**src/rtl/hrf_pkg.sv**
```systemverilog
// ----------------------------------------------------------------------------
// hrf_pkg
// Shared types, constants and helpers for the HTTP request framer.
// ----------------------------------------------------------------------------
package hrf_pkg;

  // Defaults
  localparam int unsigned COUNT_WIDTH_DEF = 32;
  localparam logic [31:0] MAX_BODY_RESET  = 32'd1048576;

  // Keyword and blank line lengths
  localparam int unsigned KEY_LEN   = 15;
  localparam int unsigned BLANK_LEN = 4;

  // Character codes
  localparam logic [7:0] CHAR_CR    = 8'h0D;
  localparam logic [7:0] CHAR_LF    = 8'h0A;
  localparam logic [7:0] CHAR_SPACE = 8'h20;
  localparam logic [7:0] CHAR_TAB   = 8'h09;
  localparam logic [7:0] CHAR_PLUS  = 8'h2B;
  localparam logic [7:0] CHAR_MINUS = 8'h2D;
  localparam logic [7:0] CHAR_ZERO  = 8'h30;
  localparam logic [7:0] CHAR_NINE  = 8'h39;
  localparam logic [7:0] CHAR_UPA   = 8'h41;
  localparam logic [7:0] CHAR_UPZ   = 8'h5A;

  // Input command codes
  localparam logic CMD_BYTE  = 1'b0;
  localparam logic CMD_CLOSE = 1'b1;

  typedef enum logic {
    PH_HEADER = 1'b0,
    PH_BODY   = 1'b1
  } phase_e;

  typedef enum logic [1:0] {
    NUM_SKIP   = 2'd0,
    NUM_SIGN   = 2'd1,
    NUM_DIGITS = 2'd2,
    NUM_DONE   = 2'd3
  } num_phase_e;

  // One result beat
  typedef struct packed {
    logic [7:0]  out_byte;
    logic        in_body;
    logic        header_done;
    logic        request_end;
    logic [31:0] request_length;
    logic [31:0] body_length;
    logic        length_error;
  } result_t;

  // "content-length:" in lower case, one character per position
  function automatic logic [7:0] key_char(input logic [3:0] idx);
    logic [7:0] ch;
    unique case (idx)
      4'd0:    ch = 8'h63; // c
      4'd1:    ch = 8'h6F; // o
      4'd2:    ch = 8'h6E; // n
      4'd3:    ch = 8'h74; // t
      4'd4:    ch = 8'h65; // e
      4'd5:    ch = 8'h6E; // n
      4'd6:    ch = 8'h74; // t
      4'd7:    ch = 8'h2D; // -
      4'd8:    ch = 8'h6C; // l
      4'd9:    ch = 8'h65; // e
      4'd10:   ch = 8'h6E; // n
      4'd11:   ch = 8'h67; // g
      4'd12:   ch = 8'h74; // t
      4'd13:   ch = 8'h68; // h
      4'd14:   ch = 8'h3A; // :
      default: ch = 8'h00;
    endcase
    return ch;
  endfunction

  // ASCII fold to lower case
  function automatic logic [7:0] to_lower(input logic [7:0] c);
    return (c >= CHAR_UPA && c <= CHAR_UPZ) ? c + 8'd32 : c;
  endfunction

endpackage

```
**src/rtl/hrf_in_if.sv**
```systemverilog
// ----------------------------------------------------------------------------
// hrf_in_if
// Input stream channel: one received byte or a connection-close command.
// ----------------------------------------------------------------------------
interface hrf_in_if;
  logic       valid;
  logic       ready;
  logic       command;
  logic [7:0] data_byte;

  modport source (output valid, command, data_byte, input ready);
  modport sink   (input valid, command, data_byte, output ready);
endinterface

```
**src/rtl/hrf_out_if.sv**
```systemverilog
// ----------------------------------------------------------------------------
// hrf_out_if
// Result stream channel: the passed-through byte with its framing tags.
// ----------------------------------------------------------------------------
interface hrf_out_if;
  logic        valid;
  logic        ready;
  logic [7:0]  out_byte;
  logic        in_body;
  logic        header_done;
  logic        request_end;
  logic [31:0] request_length;
  logic [31:0] body_length;
  logic        length_error;

  modport source (output valid, out_byte, in_body, header_done, request_end,
                  request_length, body_length, length_error, input ready);
  modport sink   (input valid, out_byte, in_body, header_done, request_end,
                  request_length, body_length, length_error, output ready);
endinterface

```
**src/rtl/hrf_parse.sv**
```systemverilog
// ----------------------------------------------------------------------------
// hrf_parse
// Framing state and per-byte update: keyword match, length parse,
// blank line detection and body countdown. Result is combinational.
// ----------------------------------------------------------------------------
module hrf_parse import hrf_pkg::*; #(
  parameter int unsigned COUNT_WIDTH = COUNT_WIDTH_DEF
) (
  input  logic          clk_i,
  input  logic          rst_ni,
  input  logic          beat_i,
  input  logic          command_i,
  input  logic [7:0]    data_byte_i,
  input  logic [31:0]   max_body_i,
  output result_t       result_o
);

  // Width used to saturate the byte count to 32 bits
  localparam int unsigned ExtW = (COUNT_WIDTH > 32) ? COUNT_WIDTH : 33;

  phase_e                 phase_q, phase_d;
  logic [2:0]             blank_q, blank_d;
  logic [3:0]             key_q, key_d;
  num_phase_e             num_q, num_d;
  logic                   neg_q, neg_d;
  logic [31:0]            acc_q, acc_d;
  logic                   ovf_q, ovf_d;
  logic [31:0]            remain_q, remain_d;
  logic [COUNT_WIDTH-1:0] count_q, count_d;

  logic [7:0]  lc;
  logic        is_digit;
  logic [35:0] mul10;
  logic [2:0]  blank_nx;
  logic [31:0] len;
  logic        bad;
  logic        rend;
  logic [ExtW-1:0] count_ext;

  // Per-byte update
  always_comb begin
    phase_d  = phase_q;
    blank_d  = blank_q;
    key_d    = key_q;
    num_d    = num_q;
    neg_d    = neg_q;
    acc_d    = acc_q;
    ovf_d    = ovf_q;
    remain_d = remain_q;
    count_d  = (count_q == '1) ? count_q : count_q + 1'b1;

    lc       = to_lower(data_byte_i);
    is_digit = (data_byte_i >= CHAR_ZERO) && (data_byte_i <= CHAR_NINE);
    mul10    = {1'b0, acc_q, 3'b000} + {3'b000, acc_q, 1'b0}
             + {32'd0, data_byte_i[3:0]};
    blank_nx = 3'd0;
    len      = 32'd0;
    bad      = 1'b0;
    rend     = 1'b0;

    result_o              = '0;
    result_o.out_byte     = data_byte_i;

    if (phase_q == PH_HEADER) begin
      // Keyword match, then the number after it
      if (key_q == 4'(KEY_LEN)) begin
        if (num_q == NUM_SKIP &&
            (data_byte_i == CHAR_SPACE || data_byte_i == CHAR_TAB)) begin
          num_d = num_q;
        end else if (num_q == NUM_SKIP &&
                     (data_byte_i == CHAR_PLUS || data_byte_i == CHAR_MINUS)) begin
          neg_d = (data_byte_i == CHAR_MINUS);
          num_d = NUM_SIGN;
        end else if (num_q != NUM_DONE && is_digit) begin
          if (mul10[35:32] != 4'd0) begin
            ovf_d = 1'b1;
            acc_d = '1;
          end else begin
            acc_d = mul10[31:0];
          end
          num_d = NUM_DIGITS;
        end else begin
          num_d = NUM_DONE;
        end
      end else if (lc == key_char(key_q)) begin
        key_d = key_q + 4'd1;
      end else begin
        key_d = (lc == key_char(4'd0)) ? 4'd1 : 4'd0;
      end

      // CR LF CR LF tracking
      if (data_byte_i == CHAR_CR) begin
        blank_nx = (blank_q == 3'd2) ? 3'd3 : 3'd1;
      end else if (data_byte_i == CHAR_LF && (blank_q == 3'd1 || blank_q == 3'd3)) begin
        blank_nx = blank_q + 3'd1;
      end else begin
        blank_nx = 3'd0;
      end
      blank_d = blank_nx;

      // End of header: check and latch the body length
      if (blank_nx == 3'(BLANK_LEN)) begin
        bad = ovf_d || (neg_d && acc_d != 32'd0) || (acc_d > max_body_i);
        len = bad ? 32'd0 : acc_d;
        result_o.header_done  = 1'b1;
        result_o.length_error = bad;
        result_o.body_length  = len;
        acc_d   = len;
        blank_d = 3'd0;
        if (len == 32'd0) begin
          rend = 1'b1;
        end else begin
          phase_d  = PH_BODY;
          remain_d = len;
        end
      end
    end else begin
      // Body countdown
      result_o.in_body     = 1'b1;
      result_o.body_length = acc_q;
      if (remain_q != 32'd0) begin
        remain_d = remain_q - 32'd1;
      end
      if (remain_d == 32'd0) begin
        rend = 1'b1;
      end
    end

    result_o.request_end    = rend;
    count_ext               = ExtW'(count_d);
    result_o.request_length = (count_ext > ExtW'(32'hFFFF_FFFF)) ? 32'hFFFF_FFFF
                                                                : count_ext[31:0];
  end

  // Framing state; close command or request end returns to reset state
  always_ff @(posedge clk_i or negedge rst_ni) begin
    if (!rst_ni) begin
      phase_q  <= PH_HEADER;
      blank_q  <= 3'd0;
      key_q    <= 4'd0;
      num_q    <= NUM_SKIP;
      neg_q    <= 1'b0;
      acc_q    <= 32'd0;
      ovf_q    <= 1'b0;
      remain_q <= 32'd0;
      count_q  <= '0;
    end else if (beat_i) begin
      if (command_i == CMD_CLOSE || rend) begin
        phase_q  <= PH_HEADER;
        blank_q  <= 3'd0;
        key_q    <= 4'd0;
        num_q    <= NUM_SKIP;
        neg_q    <= 1'b0;
        acc_q    <= 32'd0;
        ovf_q    <= 1'b0;
        remain_q <= 32'd0;
        count_q  <= '0;
      end else begin
        phase_q  <= phase_d;
        blank_q  <= blank_d;
        key_q    <= key_d;
        num_q    <= num_d;
        neg_q    <= neg_d;
        acc_q    <= acc_d;
        ovf_q    <= ovf_d;
        remain_q <= remain_d;
        count_q  <= count_d;
      end
    end
  end

endmodule

```
**src/rtl/http_request_framer_core.sv**
```systemverilog
// ----------------------------------------------------------------------------
// http_request_framer_core
// Marks header, body and request boundaries in a received HTTP byte stream.
// ----------------------------------------------------------------------------
// Usage:
//   req_in carries one beat per received byte (command = 0) or a
//   connection-close (command = 1), which drops the partial request and
//   produces no result beat. res_out carries one beat per byte: the byte,
//   header/body tag, header_done, request_end, running request length,
//   body length and the length error flag.
//   Each accepted byte's result is registered and shows on res_out in the
//   cycle after. Throughput is one byte per cycle while res_out is ready;
//   the framing state is a single register stage updated by each beat.
//   When res_out is stalled the result register holds its beat and req_in
//   deasserts ready; as soon as res_out takes the beat a new byte is taken
//   in the same cycle.
//   cfg_we_i / cfg_wdata_i write max_body_length; write only while idle.
//   Reset clears the framing state and the result valid, and restores
//   max_body_length to 1048576.
// ----------------------------------------------------------------------------
module http_request_framer_core import hrf_pkg::*; #(
  parameter int unsigned COUNT_WIDTH = COUNT_WIDTH_DEF
) (
  input  logic        clk_i,
  input  logic        rst_ni,
  hrf_in_if.sink      req_in,
  hrf_out_if.source   res_out,
  input  logic        cfg_we_i,
  input  logic [31:0] cfg_wdata_i
);

  logic [31:0] max_body_q;
  logic        out_valid_q, out_valid_d;
  result_t     res_q;
  result_t     res_c;
  logic        beat;

  // Accept whenever the result register is empty or being drained
  assign req_in.ready = !out_valid_q || res_out.ready;
  assign beat         = req_in.valid && req_in.ready;

  hrf_parse #(
    .COUNT_WIDTH (COUNT_WIDTH)
  ) u_parse (
    .clk_i       (clk_i),
    .rst_ni      (rst_ni),
    .beat_i      (beat),
    .command_i   (req_in.command),
    .data_byte_i (req_in.data_byte),
    .max_body_i  (max_body_q),
    .result_o    (res_c)
  );

  // Config register
  always_ff @(posedge clk_i or negedge rst_ni) begin
    if (!rst_ni) begin
      max_body_q <= MAX_BODY_RESET;
    end else if (cfg_we_i) begin
      max_body_q <= cfg_wdata_i;
    end
  end

  // Result register valid
  always_comb begin
    out_valid_d = out_valid_q;
    if (beat && req_in.command == CMD_BYTE) begin
      out_valid_d = 1'b1;
    end else if (res_out.ready) begin
      out_valid_d = 1'b0;
    end
  end

  always_ff @(posedge clk_i or negedge rst_ni) begin
    if (!rst_ni) begin
      out_valid_q <= 1'b0;
    end else begin
      out_valid_q <= out_valid_d;
    end
  end

  // Result payload
  always_ff @(posedge clk_i) begin
    if (beat && req_in.command == CMD_BYTE) begin
      res_q <= res_c;
    end
  end

  assign res_out.valid          = out_valid_q;
  assign res_out.out_byte       = res_q.out_byte;
  assign res_out.in_body        = res_q.in_body;
  assign res_out.header_done    = res_q.header_done;
  assign res_out.request_end    = res_q.request_end;
  assign res_out.request_length = res_q.request_length;
  assign res_out.body_length    = res_q.body_length;
  assign res_out.length_error   = res_q.length_error;

endmodule
```
**src/flat_wrapper.sv**
```systemverilog
// flat-port wrapper written by rule: the top's interface ports become plain ports
module http_request_framer_core_flat import hrf_pkg::*;
#(
  parameter int unsigned COUNT_WIDTH = COUNT_WIDTH_DEF
)
  (clk_i, rst_ni, cfg_we_i, cfg_wdata_i, req_in_valid, req_in_command, req_in_data_byte, req_in_ready, res_out_valid, res_out_out_byte, res_out_in_body, res_out_header_done, res_out_request_end, res_out_request_length, res_out_body_length, res_out_length_error, res_out_ready);
  hrf_in_if req_in_i ();
  hrf_out_if res_out_i ();
  input  logic clk_i;
  input  logic rst_ni;
  input  logic cfg_we_i;
  input  logic [31:0] cfg_wdata_i;
  input wire logic [$bits(req_in_i.valid)-1:0] req_in_valid;
  input wire logic [$bits(req_in_i.command)-1:0] req_in_command;
  input wire logic [$bits(req_in_i.data_byte)-1:0] req_in_data_byte;
  output wire logic [$bits(req_in_i.ready)-1:0] req_in_ready;
  output wire logic [$bits(res_out_i.valid)-1:0] res_out_valid;
  output wire logic [$bits(res_out_i.out_byte)-1:0] res_out_out_byte;
  output wire logic [$bits(res_out_i.in_body)-1:0] res_out_in_body;
  output wire logic [$bits(res_out_i.header_done)-1:0] res_out_header_done;
  output wire logic [$bits(res_out_i.request_end)-1:0] res_out_request_end;
  output wire logic [$bits(res_out_i.request_length)-1:0] res_out_request_length;
  output wire logic [$bits(res_out_i.body_length)-1:0] res_out_body_length;
  output wire logic [$bits(res_out_i.length_error)-1:0] res_out_length_error;
  input wire logic [$bits(res_out_i.ready)-1:0] res_out_ready;
  assign req_in_i.valid = req_in_valid;
  assign req_in_i.command = req_in_command;
  assign req_in_i.data_byte = req_in_data_byte;
  assign req_in_ready = req_in_i.ready;
  assign res_out_valid = res_out_i.valid;
  assign res_out_out_byte = res_out_i.out_byte;
  assign res_out_in_body = res_out_i.in_body;
  assign res_out_header_done = res_out_i.header_done;
  assign res_out_request_end = res_out_i.request_end;
  assign res_out_request_length = res_out_i.request_length;
  assign res_out_body_length = res_out_i.body_length;
  assign res_out_length_error = res_out_i.length_error;
  assign res_out_i.ready = res_out_ready;
  http_request_framer_core #(.COUNT_WIDTH(COUNT_WIDTH)) u_core (.clk_i(clk_i), .rst_ni(rst_ni), .req_in(req_in_i), .res_out(res_out_i), .cfg_we_i(cfg_we_i), .cfg_wdata_i(cfg_wdata_i));
endmodule
```
**config.mk**
```make
export PLATFORM = sky130hd
export DESIGN_NAME = http_request_framer_core_flat
export DESIGN_NICKNAME = d
export VERILOG_FILES = /design/src/rtl/hrf_pkg.sv /design/src/rtl/hrf_in_if.sv /design/src/rtl/hrf_out_if.sv /design/src/rtl/hrf_parse.sv /design/src/rtl/http_request_framer_core.sv /design/src/flat_wrapper.sv
export SDC_FILE = /design/constraint.sdc
export NUM_CORES = 1
export LEC_CHECK = 0
export ABC_AREA = 1
export BUFFER_PORTS_ARGS = -buffer_cell sky130_fd_sc_hd__buf_2
export CAP_MARGIN = 20
export CORE_MARGIN = 1.5
export CORE_UTILIZATION = 35
export DETAILED_ROUTE_END_ITERATION = 6
export PLACE_DENSITY = 0.54
export SYNTH_ARGS = -nofsm -noshare
export SYNTH_HDL_FRONTEND = slang
export SYNTH_HIERARCHICAL = 1
export SYNTH_SLANG_ARGS = --single-unit
```
**constraint.sdc**
```tcl
create_clock -name clk_i -period 6.3 [get_ports clk_i]
set_input_delay 0.63 -clock clk_i [delete_from_list [all_inputs] [get_ports clk_i]]
set_output_delay 0.63 -clock clk_i [all_outputs]
set_load 0.01 [all_outputs]
```
==> results_tabular.tex, run 1 <==
\begin{tabular}{lr}
\hline
Metric & Value \\
\hline
\multicolumn{2}{l}{\textbf{Pwr}} \\
\quad Power per cell area & 194 mW/mm\^{}2 \\
\quad Worst VDD drop & 0.157 mV \\
\quad Overall power consumption & 3.61 mW \\
\quad P\_leak & around 9.7 nW \\
\multicolumn{2}{l}{\textbf{Clock network}} \\
\quad H-tree depth reported by CTS & 1 \\
\quad TritonCTS clock tree & yes \\
\quad Clock Root Buffer & clkbuf\_16 \\
\quad Clk pin slew, worst setup/hold paths & roughly 0.060 ns \\
\quad Number of buffers on the longest clock path & 3 \\
\quad Number of buffers added to fix hold violations after cts & 0 \\
\quad Later-pin clock latency in the skew report & 0.56 ns \\
\quad CTS Buf Count & 28 \\
\quad Clock net sink count & 217 \\
\multicolumn{2}{l}{\textbf{Yosys}} \\
\quad Top cell type by total area after synthesis & dfrtp\_1 \\
\quad Share of the yosys chip area belonging to registers & 36.2\% \\
\quad FF+latch count, synth & 217 \\
\quad Syn nets & 2380 \\
\quad Area share of the leading cell type in the synthesized netlist & 21.8\% \\
\quad Library cells used by synthesis & 56 \\
\quad Total standard cell area after synthesis & 0.0161 sq mm \\
\quad Cell count after synthesis & approximately 2200 \\
\quad Dominant synthesized flop cell & dfrtp\_1 \\
\quad Dominant cells by area after synthesis & dfrtp\_1 22\%, nand2\_1 15\%, edfxtp\_1 14\% \\
\quad Mean area per synthesized cell & 7.22 sq um \\
\quad Fraction of synthesis flops using an asynchronous set or reset pin & between 60\% and 70\% \\
\quad Number of enable-type register cells in the synthesized netlist & 76 \\
\quad Yosys warnings & 6 \\
\multicolumn{2}{l}{\textbf{Floorplan}} \\
\quad Core area & 0.0453 sq mm \\
\quad Total I/O pin count & between 100 and 150 \\
\quad Die H & 217 um \\
\quad Die Outline Area & 0.0472 sq mm \\
\quad Total number of placement rows & 78 \\
\quad Initial core utilization & a little over a third \\
\quad Width of the die & 217 um \\
\multicolumn{2}{l}{\textbf{Worst setup path}} \\
\quad Timing endpoint of the critical path & u\_core/res\_out.body\_length[20] \\
\quad CP endpoint kind & register \\
\quad Kind of critical path & reg2reg \\
\quad Cell repeated most along the worst path & nand2\_1 \\
\quad Slowest cell delay on critical path & between 0.4 and 0.5 ns \\
\quad Arrival @ worst endpoint & 6.05 ns \\
\quad Data required, critical path & 6.52 ns \\
\quad Slack of the worst reg-to-reg path & roughly 0.47 ns \\
\quad Number of cells on the worst reg-to-reg path & 36 \\
\quad Worst r2r dst & u\_core/res\_out.body\_length[20] \\
\quad Reg-to-reg startpoint & u\_core/u\_parse/acc\_q[0] \\
\quad Crit-path max FO & 16 \\
\quad Critical Path Source Type & register \\
\quad Critical Path Source & u\_core/u\_parse/acc\_q[0] \\
\quad Library cell contributing the largest single delay on the critical path & fa\_1 \\
\multicolumn{2}{l}{\textbf{STA}} \\
\quad Final total negative setup slack & 0 ns \\
\quad Total count of max-transition violations in the final report & 0 \\
\quad Unrepaired setup endpoints after global routing & no \\
\quad Slew at the pin with the worst max-slew slack & 1.04 ns \\
\quad Final number of setup-violating endpoints & 0 \\
\quad Maximum clock rate & 172 MHz \\
\quad Final worst path period share & 92.5\% \\
\quad Remaining max-slew budget at the tightest pin & 30.7\% \\
\quad Clock period minus final worst setup slack & 5.83 ns \\
\quad Fin Clk Skew & 0.0192 ns \\
\quad Fin. Hold Viols & 0 \\
\multicolumn{2}{l}{\textbf{Global routing}} \\
\quad Pin count of the biggest net entering global routing & 102 \\
\quad Number of antenna violations at the first check in global routing & 3 \\
\quad Vias in the first global route & 14400 \\
\quad Wire length of the first global-routing pass & 79700 um \\
\quad GRT Resource Usage Total & 21.5\% \\
\quad GRT Residual Overflow & 0 \\
\multicolumn{2}{l}{\textbf{Final layout}} \\
\quad Final core area utilization & 41.0\% \\
\quad Synthesis-to-layout area growth & 15.8\% \\
\quad Number of nets in the final layout & 2514 \\
\quad Most common cell after layout, fill and taps aside & nand2\_1 \\
\quad Leading cell types in the layout, fill and taps excluded & 645 x nand2\_1, 323 x inv\_1, 217 x nor2\_1, 184 x nand3\_1, 140 x dfrtp\_1 \\
\quad Proportion of layout cells with a drive suffix above 1 & a little over an eighth \\
\quad Count of fill cells added during filler insertion & 4797 \\
\multicolumn{2}{l}{\textbf{Route}} \\
\quad Antenna-violating nets left & 0 \\
\quad Via count & 14900 \\
\quad Detailed-route vias per instance & 4.99 \\
\quad Total DRC errors in the routed layout & 0 \\
\quad Detailed-route wire length per cell & 16.9 um \\
\quad Drt pass-1 iters & 5 \\
\quad Drt total wl & 50300 um \\
\quad DR iter-0 viols & around 1200 \\
\multicolumn{2}{l}{\textbf{Status}} \\
\quad Outcome & completed \\
\multicolumn{2}{l}{\textbf{Placement}} \\
\quad Port bufs & 123 \\
\quad Half-perimeter wire length after placement & just under 40000 um \\
\quad GPL Wtd Cong & 0.921 \\
\multicolumn{2}{l}{\textbf{Run}} \\
\quad Max-cap violations & 0 \\
\multicolumn{2}{l}{\textbf{Worst hold path}} \\
\quad Worst Hold Class & in2async \\
\hline
\end{tabular}
per-stage QoR:
step | area, sq um | hold slack, ns | worst slack, ns | std cells
after global routing | 18600 | 0.0597 | 0.0927 | 2980
after CTS | 18500 | 0.252 | 0.441 | 2978
after floorplan | 16100 | 0.334 | 1.19 | 2224
after global placement | 17500 | 0.457 | 0.190 | 2925
final | 18600 | 0.0358 | 0.472 | 2981
after detailed placement | 17500 | 0.456 | 0.145 | 2926
worst max-delay path: cells and delay by family, from the launching register on:
family,cells,cell delay [ns]
buffers and inverters,9,1.21
DFF,1,0.41
AOI/OAI and AO/OA,2,0.48
adders and majority gates,3,1.26
and+or+nand+nor,22,2.12
how the worst min path moves through the flow:
| stage | slack, ns | end | startpoint |
|---|---|---|---|
| 6_report | 0.04 | u_core/u_parse/count_q[24] | rst_ni |
| 5_1_grt | 0.06 | u_core/u_parse/count_q[24] | rst_ni |
| 4_1_cts | 0.25 | u_core/max_body_q[30] | cfg_wdata_i[30] |
| 3_5_place_dp | 0.46 | u_core/max_body_q[20] | u_core/max_body_q[20] |
| 3_3_place_gp | 0.46 | u_core/max_body_q[20] | u_core/max_body_q[20] |
| 2_1_floorplan | 0.33 | u_core/max_body_q[0] | rst_ni |
synthesized netlist by cell type (4+ instances only):
cell / count
buf_6: 12
nor4_1: 12
dfrtp_1: 140
o21ai_0: 75
nor3_1: 32
buf_2: 14
or2_2: 8
o21bai_1: 5
mux2i_1: 4
o21a_1: 4
a21oi_1: 62
o21ai_2: 29
inv_1: 324
xnor2_1: 20
nand2_2: 10
nand2_4: 4
nand4_1: 27
buf_4: 22
ha_1: 108
clkbuf_1: 21
buf_1: 7
o21ai_1: 29
nor2_1: 220
nand2_1: 645
nand3_1: 184
o22ai_1: 6
nand3b_1: 11
nor2_2: 6
edfxtp_1: 76
inv_2: 7
xor2_1: 62
state kept, by name, summed over array words and instances, names as in the netlist:
name	flops
u_core/max_body_q	32
u_core/u_parse/ovf_q	1
u_core/u_parse/acc_q	32
u_core/u_parse/blank_q	3
u_core/res_out.in_body	1
u_core/res_out.length_error	1
u_core/u_parse/neg_q	1
u_core/u_parse/key_q	4
u_core/res_out.request_length	32
u_core/res_out.request_end	1
u_core/res_out.out_byte	8
u_core/u_parse/count_q	32
u_core/u_parse/remain_q	32
u_core/res_out.header_done	1
u_core/res_out.body_length	32
u_core/u_parse/phase_q	1
u_core/u_parse/num_q	2
u_core/res_out.valid	1
cells by family after synthesis:
family                   synth area share (%)
flip-flops                               36.2
AO/OA/AOI/OAI                            8.33
adder cells (fa/ha/maj)                  8.67
multiplexers                            0.249
buffers and inverters                    11.2
AND/OR/NAND/NOR                          30.9
XOR/XNOR                                 4.47
where the power goes:
part | switching, mW | internal [mW]
clock | 0.659 | 1.17
sequential | 0.0254 | 1.51
combinational | 0.181 | 0.0743
routing by layer:
metal  up-vias  global-route usage (%)  wire, um
li1       7368                       -         -
met1      6947                    28.5     22400
met2       469                    35.4     23200
met3        96                    3.47      3020
met4         2                    7.29      1660
met5         -                       0        13
final cells by class:
class / instances / area (sq um) / share of cell area (%)
multi-input cells: 1594 / 8470 / 45.6
flip-flops and latches: 217 / 5810 / 31.3
inverters: 333 / 1250 / 6.74
repair buffers: 184 / 1240 / 6.70
well taps: 600 / 751 / 4.04
clock buffers: 29 / 726 / 3.90
clock inverters: 23 / 333 / 1.79
diodes: 1 / 2.50 / 0.0135
repair_timing:
action                     CTS  global route
gates resized for setup      0             1
setup endpoints to repair    0             5
setup buffers                0             1
No activity file was read; power rests on OpenSTA's default activity.
==> run 2: changes to the inputs <==
- RECOVER_POWER: unset -> 50
- REMOVE_ABC_BUFFERS: unset -> 1
==> run 2 against run 1 <==
  * The run now ends with max-capacitance violations, max-slew violations left
  * Clock-buffer cell count rose by 4
  * Global-route usage fell by 0.94 points
  * Clock power fell by 9.8%
  * Core utilization fell by 1.0 points
  * Die area did not move
  * First-iteration DRC count fell by 2.9%
  * Final area fell by 2.5%
  * Cell count fell by 0.37%
  * Worst hold slack improved by 0.24 ns
  * Critical path depth did not move
  * Sequential share of layout area rose by 0.80 points
  * Clock skew rose by 0.0038 ns
  * Critical path type unchanged
  * Highest routed layer is now met4
==> results_tabular.tex, run 2 (same netlist as run 1, synthesis figures left out) <==
\begin{tabular}{lr}
\hline
Metric & Value \\
\hline
\multicolumn{2}{l}{\textbf{Placement}} \\
\quad Post-place setup slack & 0.196 ns (was 0.145 ns) \\
\quad GPL Wtd Cong & 0.868 (was 0.921) \\
\quad Port bufs & 123 (unchanged) \\
\quad Half-perimeter wire length after placement & 36000 um (was 38400 um) \\
\multicolumn{2}{l}{\textbf{Final layout}} \\
\quad Most common cell after layout, fill and taps aside & nand2\_1 (unchanged) \\
\quad Synthesis-to-layout area growth & 12.9\% (was 15.8\%) \\
\quad Proportion of layout cells with a drive suffix above 1 & 7.81\% (was 13.1\%) \\
\quad Final core area utilization & 40.0\% (was 41.0\%) \\
\quad Total inserted antenna cells & 0 (was 1) \\
\quad Leading cell types in the layout, fill and taps excluded & 645 x nand2\_1, 323 x inv\_1, 217 x nor2\_1, 184 x nand3\_1, 140 x dfrtp\_1 (unchanged) \\
\quad Number of nets in the final layout & 2505 (was 2514) \\
\multicolumn{2}{l}{\textbf{Worst setup path}} \\
\quad CP endpoint kind & register (unchanged) \\
\quad Arrival @ worst endpoint & 6.07 ns (was 6.05 ns) \\
\quad Slowest cell delay on critical path & 0.48 ns (about the same) \\
\quad Crit-path max FO & 17 (was 16) \\
\quad Reg-to-reg startpoint & u\_core/u\_parse/acc\_q[0] (unchanged) \\
\quad Data required, critical path & 6.54 ns (was 6.52 ns) \\
\quad Cell repeated most along the worst path & nand2\_1 (unchanged) \\
\quad Critical Path Source & u\_core/u\_parse/acc\_q[0] (unchanged) \\
\quad Library cell contributing the largest single delay on the critical path & fa\_1 (unchanged) \\
\quad Critical Path Source Type & register (unchanged) \\
\quad Kind of critical path & reg2reg (unchanged) \\
\quad Number of cells on the worst reg-to-reg path & 36 (unchanged) \\
\multicolumn{2}{l}{\textbf{Pwr}} \\
\quad Internal power & 2.57 mW (was 2.75 mW) \\
\quad Overall power consumption & 3.41 mW (was 3.61 mW) \\
\quad Switching Share & 24.7\% (was 24.0\%) \\
\quad Relative contribution of sequential cells to total power & 44.9\% (was 42.4\%) \\
\quad Clock share of power & 48.4\% (was 50.6\%) \\
\quad P\_leak & 9.32 nW (was 9.72 nW) \\
\quad Power per cell area & 188 mW/mm\^{}2 (was 194 mW/mm\^{}2) \\
\quad Combinational fraction of design power & 6.7\% (was 7.1\%) \\
\quad Psw & 841 uW (was 866 uW) \\
\quad Worst VDD drop & 0.178 mV (was 0.157 mV) \\
\multicolumn{2}{l}{\textbf{Clock network}} \\
\quad Clk pin slew, worst setup/hold paths & 0.06 ns (about the same) \\
\quad CTS Buf Count & 27 (was 28) \\
\quad Clock Root Buffer & clkbuf\_16 (unchanged) \\
\quad Number of buffers added to fix hold violations after cts & 0 (unchanged) \\
\quad Number of buffers on the longest clock path & 3 (unchanged) \\
\quad H-tree depth reported by CTS & 1 (unchanged) \\
\quad Clock net sink count & 217 (unchanged) \\
\quad Later-pin clock latency in the skew report & 0.57 ns (was 0.56 ns) \\
\quad TritonCTS clock tree & yes (unchanged) \\
\multicolumn{2}{l}{\textbf{Worst hold path}} \\
\quad Worst Hold Class & in2reg (was in2async) \\
\quad Beginning of the worst hold path & cfg\_wdata\_i[17] \\
\quad Cell count of the worst hold path & 3 \\
\multicolumn{2}{l}{\textbf{Route}} \\
\quad Detailed-route vias per instance & 4.96 (was 4.99) \\
\quad Detailed-route wire length per cell & 16.5 um (was 16.9 um) \\
\quad Total DRC errors in the routed layout & 0 (unchanged) \\
\quad Via count & 14700 (was 14900) \\
\quad Antenna-violating nets left & 0 (unchanged) \\
\quad Drt pass-1 iters & 5 (unchanged) \\
\quad Drt total wl & 48900 um (was 50300 um) \\
\quad DR iter-0 viols & 1137 (was 1171) \\
\multicolumn{2}{l}{\textbf{Floorplan}} \\
\quad Die H & 217 um (unchanged) \\
\quad Total number of placement rows & 78 (unchanged) \\
\quad Die Outline Area & 0.0472 sq mm (unchanged) \\
\quad Total I/O pin count & 124 (unchanged) \\
\quad Width of the die & 217 um (unchanged) \\
\quad Core area & 0.0453 sq mm (unchanged) \\
\quad Initial core utilization & 35.4\% (unchanged) \\
\multicolumn{2}{l}{\textbf{STA}} \\
\quad Final number of setup-violating endpoints & 0 (unchanged) \\
\quad Slew at the pin with the worst max-slew slack & 4.39 ns (was 1.04 ns) \\
\quad Total count of max-transition violations in the final report & 238 (was 0) \\
\quad Clock period minus final worst setup slack & 5.82 ns (was 5.83 ns) \\
\quad Maximum clock rate & 172 MHz (about the same) \\
\quad Remaining max-slew budget at the tightest pin & -192\% (was 30.7\%) \\
\quad Unrepaired setup endpoints after global routing & no (unchanged) \\
\quad Fin. Hold Viols & 0 (unchanged) \\
\quad Fin Clk Skew & 0.0230 ns (was 0.0192 ns) \\
\quad Final worst path period share & 92.4\% (was 92.5\%) \\
\quad Slack of the critical path & 0.478 ns (was 0.472 ns) \\
\quad Final total negative setup slack & 0 ns (unchanged) \\
\multicolumn{2}{l}{\textbf{Global routing}} \\
\quad GRT Resource Usage Total & 20.5\% (was 21.5\%) \\
\quad Wire length of the first global-routing pass & 77000 um (was 79700 um) \\
\quad GRT Residual Overflow & 0 (unchanged) \\
\quad Vias in the first global route & 14100 (was 14400) \\
\quad Pin count of the biggest net entering global routing & 97 (was 102) \\
\quad Number of antenna violations at the first check in global routing & 0 (was 3) \\
\multicolumn{2}{l}{\textbf{Run}} \\
\quad Max-cap violations & 4 (was 0) \\
\multicolumn{2}{l}{\textbf{Status}} \\
\quad Outcome & complete, but fails checks (was completed) \\
\quad Failing checks & max-capacitance violations, max-slew violations \\
\hline
\end{tabular}
-- run 2: worst paths after layout --
check | slack (ns) | endpoint
max | 0.48 | u_core/res_out.body_length[31]
min | 0.28 | u_core/max_body_q[17]
max reg2reg | 0.48 | u_core/res_out.body_length[31]
min reg2reg | 0.48 | u_core/max_body_q[20]
max in group asynchronous | 1.18 | u_core/u_parse/remain_q[22]
min in group asynchronous | 1.56 | u_core/u_parse/key_q[2]
-- run 2: layout make-up --
class	count	area [sq um]
Clock inverter	17	233
Fill cell	4806	27200
Multi-Input combinational cell	1595	8370
Clock buffer	33	698
Sequential cell	217	5810
Inverter	333	1250
Timing Repair Buffer	175	1010
Tap cell	600	751
-- run 2: power groups by stage --
stage,logic (mW),clock network (mW),registers [mW]
after floorplan,0.110,0,1.56
after global placement,0.246,0,1.55
after detailed placement,0.248,0,1.55
after CTS,0.250,1.69,1.53
after global routing,0.258,1.74,1.53
final,0.228,1.65,1.53
-- run 2: layer usage --
| layer | wire length, um | part of all wire [%] | track usage [%] | vias up |
|---|---|---|---|---|
| met5 | 0 | 0 | 0 | - |
| met3 | 2300 | 4.7 | 2.38 | 61 |
| li1 | - | - | - | 7352 |
| met1 | 22800 | 47 | 28.1 | 6921 |
| met2 | 22800 | 47 | 34.2 | 412 |
| met4 | 1070 | 2.2 | 5.53 | 0 |
-- run 2: per-stage QoR --
step,area (sq um),hold WS (ns),std cells
5_1_grt,18100,0.268,2970
6_report,18100,0.278,2970
3_3_place_gp,17400,0.458,2919
4_1_cts,18300,0.113,2969
2_1_floorplan,15500,0.334,2144
3_5_place_dp,17400,0.462,2919
-- run 2: timing repair --
| action | 4_1_cts | 5_1_grt |
|---|---|---|
| setup buffers | 0 | 0 |
| resized for setup | 0 | 4 |
| endpoints found under the setup margin | 0 | 25 |
-- run 2: critical path: cells and delay by family (launching register included) --
family | cells | cell delay [ns]
fa+ha+maj | 3 | 1.24
flops | 1 | 0.40
simple gates | 21 | 1.85
compound gates | 5 | 0.92
buf+inv | 7 | 1.03
==> run 3: changes to the inputs <==
- CTS_BUF_LIST: unset -> sky130_fd_sc_hd__clkbuf_16
==> run 3 against run 2 <==
  * Routed wire length fell by 0.38%
  * The flow still finishes with violations (max-capacitance violations, max-slew violations)
  * Largest power group unchanged
  * Total power fell by 0.32%
  * Die area did not move
  * Worst hold slack improved by 0.0037 ns
  * Combinational power barely moved
  * Core utilization did not move
  * Non-clock buffer count did not move
  * Register-to-register slack got worse by 0.04 ns
  * Clock-buffer cell count fell by 6
  * Critical path depth did not move
==> results_tabular.tex, run 3 (same netlist as run 1, synthesis figures left out) <==
\begin{tabular}{lr}
\hline
Metric & Value \\
\hline
\multicolumn{2}{l}{\textbf{Run}} \\
\quad Max-cap violations & 4 (unchanged) \\
\multicolumn{2}{l}{\textbf{Worst setup path}} \\
\quad Crit-path max FO & 17 (unchanged) \\
\quad Reg-to-reg startpoint & u\_core/u\_parse/acc\_q[0] (unchanged) \\
\quad Data required, critical path & 6.54 ns (about the same) \\
\quad Critical Path Source & u\_core/u\_parse/acc\_q[0] (unchanged) \\
\quad Slack of the worst reg-to-reg path & 0.44 ns (was 0.48 ns) \\
\quad Critical Path Source Type & register (unchanged) \\
\quad Cell repeated most along the worst path & nand2\_1 (unchanged) \\
\quad Library cell contributing the largest single delay on the critical path & fa\_1 (unchanged) \\
\quad CP endpoint kind & register (unchanged) \\
\quad Arrival @ worst endpoint & 6.10 ns (was 6.07 ns) \\
\quad Slowest cell delay on critical path & 0.48 ns (about the same) \\
\quad Kind of critical path & reg2reg (unchanged) \\
\multicolumn{2}{l}{\textbf{Global routing}} \\
\quad GRT Residual Overflow & 0 (unchanged) \\
\quad Pin count of the biggest net entering global routing & 97 (unchanged) \\
\quad Number of antenna violations at the first check in global routing & 0 (unchanged) \\
\quad Vias in the first global route & 14100 (about the same) \\
\quad GRT Resource Usage Total & 20.5\% (about the same) \\
\quad Wire length of the first global-routing pass & 77000 um (about the same) \\
\multicolumn{2}{l}{\textbf{Route}} \\
\quad Drt total wl & 48800 um (was 48900 um) \\
\quad Detailed-route vias per instance & 4.96 (about the same) \\
\quad Detailed-route wire length per cell & 16.4 um (was 16.5 um) \\
\quad Via count & 14700 (about the same) \\
\quad DR iter-0 viols & 1189 (was 1137) \\
\quad Drt pass-1 iters & 6 (was 5) \\
\quad Antenna-violating nets left & 0 (unchanged) \\
\quad Total DRC errors in the routed layout & 0 (unchanged) \\
\multicolumn{2}{l}{\textbf{Final layout}} \\
\quad Leading cell types in the layout, fill and taps excluded & 645 x nand2\_1, 329 x inv\_1, 217 x nor2\_1, 184 x nand3\_1, 140 x dfrtp\_1 (was 645 x nand2\_1, 323 x inv\_1, 217 x nor2\_1, 184 x nand3\_1, 140 x dfrtp\_1) \\
\quad Proportion of layout cells with a drive suffix above 1 & 7.81\% (unchanged) \\
\quad Synthesis-to-layout area growth & 12.9\% (unchanged) \\
\quad Total inserted antenna cells & 0 (unchanged) \\
\quad Most common cell after layout, fill and taps aside & nand2\_1 (unchanged) \\
\quad Number of nets in the final layout & 2505 (unchanged) \\
\multicolumn{2}{l}{\textbf{Clock network}} \\
\quad Number of buffers on the longest clock path & 3 (unchanged) \\
\quad Number of buffers added to fix hold violations after cts & 0 (unchanged) \\
\quad Later-pin clock latency in the skew report & 0.57 ns (about the same) \\
\quad TritonCTS clock tree & yes (unchanged) \\
\quad Post-cts resize count & 0 (unchanged) \\
\quad Clock Root Buffer & clkbuf\_16 (unchanged) \\
\quad CTS Buf Count & 27 (unchanged) \\
\quad H-tree depth reported by CTS & 1 (unchanged) \\
\quad Number of buffers inserted by post-CTS setup repair & 0 (unchanged) \\
\quad Clk pin slew, worst setup/hold paths & 0.06 ns (about the same) \\
\quad Clock net sink count & 217 (unchanged) \\
\multicolumn{2}{l}{\textbf{Floorplan}} \\
\quad Core area & 0.0453 sq mm (unchanged) \\
\quad Die Outline Area & 0.0472 sq mm (unchanged) \\
\quad Initial core utilization & 35.4\% (unchanged) \\
\quad Total number of placement rows & 78 (unchanged) \\
\quad Width of the die & 217 um (unchanged) \\
\quad Die H & 217 um (unchanged) \\
\quad Total I/O pin count & 124 (unchanged) \\
\multicolumn{2}{l}{\textbf{STA}} \\
\quad Fin Clk Skew & 0.0263 ns (was 0.0230 ns) \\
\quad Clock period minus final worst setup slack & 5.86 ns (was 5.82 ns) \\
\quad Slew at the pin with the worst max-slew slack & 4.42 ns (was 4.39 ns) \\
\quad Final total negative setup slack & 0 ns (unchanged) \\
\quad Maximum clock rate & 171 MHz (was 172 MHz) \\
\quad Final number of setup-violating endpoints & 0 (unchanged) \\
\quad Unrepaired setup endpoints after global routing & no (unchanged) \\
\quad Final worst path period share & 93.1\% (was 92.4\%) \\
\quad Tightest hold margin & 0.282 ns (was 0.278 ns) \\
\quad Remaining max-slew budget at the tightest pin & -195\% (was -192\%) \\
\quad Fin. Hold Viols & 0 (unchanged) \\
\quad Total count of max-transition violations in the final report & 238 (unchanged) \\
\multicolumn{2}{l}{\textbf{Worst hold path}} \\
\quad Beginning of the worst hold path & cfg\_wdata\_i[17] (unchanged) \\
\quad Worst Hold Class & in2reg (unchanged) \\
\multicolumn{2}{l}{\textbf{Status}} \\
\quad Failing checks & max-capacitance violations, max-slew violations (unchanged) \\
\quad Outcome & complete, but fails checks (unchanged) \\
\multicolumn{2}{l}{\textbf{Pwr}} \\
\quad Internal power & 2.56 mW (was 2.57 mW) \\
\quad Worst VDD drop & 0.178 mV (about the same) \\
\quad P\_leak & 9.34 nW (was 9.32 nW) \\
\quad Relative contribution of sequential cells to total power & 45.0\% (was 44.9\%) \\
\quad Combinational fraction of design power & 6.7\% (about the same) \\
\quad Switching Share & 24.7\% (about the same) \\
\quad Psw & 840 uW (was 841 uW) \\
\quad Clock share of power & 48.3\% (was 48.4\%) \\
\quad Power per cell area & 187 mW/mm\^{}2 (was 188 mW/mm\^{}2) \\
\multicolumn{2}{l}{\textbf{Placement}} \\
\quad Port bufs & 123 (unchanged) \\
\quad Half-perimeter wire length after placement & 36000 um (unchanged) \\
\quad GPL Wtd Cong & 0.868 (unchanged) \\
\hline
\end{tabular}
-- run 3: power groups by stage --
stage	registers, mW	logic, mW	clock network, mW
finish	1.53	0.228	1.64
global route	1.53	0.258	1.73
CTS	1.53	0.250	1.68
detailed placement	1.55	0.248	0
global placement	1.55	0.246	0
floorplan	1.56	0.110	0
-- run 3: area by class of cell --
class	instances	area (sq um)
Multi-Input combinational cell	1595	8370
Inverter	333	1250
Sequential cell	217	5810
Fill cell	4806	27200
Tap cell	600	751
Clock inverter	23	255
Clock buffer	27	676
Timing Repair Buffer	175	1010
-- run 3: per-stage QoR --
stage                     setup slack [ns]  instance area, sq um  utilization [%]  total power [mW]  instances
after CTS                            0.551                 18300             40.5              3.46       2969
after global routing                0.0336                 18100             40.0              3.52       2970
after global placement               0.215                 17400             38.4              1.80       2919
after detailed placement             0.196                 17400             38.4              1.80       2919
after floorplan                      0.214                 15500                -              1.67       2144
final                                0.438                 18100             40.0              3.40       2970
-- run 3: worst paths after layout --
check,endpoint,cells after the start
worst max-delay path,u_core/res_out.body_length[31],36
worst min-delay path,u_core/max_body_q[17],3
worst max register to register,u_core/res_out.body_length[31],36
worst min register to register,u_core/max_body_q[20],2
max in group asynchronous,u_core/u_parse/remain_q[22],2
min in group asynchronous,u_core/u_parse/key_q[2],1
-- run 3: layer usage --
| layer | up-vias | global-route usage (%) | routed length (um) |
|---|---|---|---|
| li1 | 7354 | - | - |
| met1 | 6924 | 28.1 | 22600 |
| met2 | 396 | 34.2 | 22700 |
| met3 | 64 | 2.38 | 2320 |
| met4 | 0 | 5.53 | 1120 |
| met5 | - | 0 | 0 |
-- run 3: critical path, delay by kind of cell (launching register included) --
family | cells | cell delay (ns)
buffers and inverters | 7 | 1.05
adders and majority gates | 3 | 1.22
AOI/OAI and AO/OA | 5 | 0.93
and+or+nand+nor | 21 | 1.92
DFF | 1 | 0.40
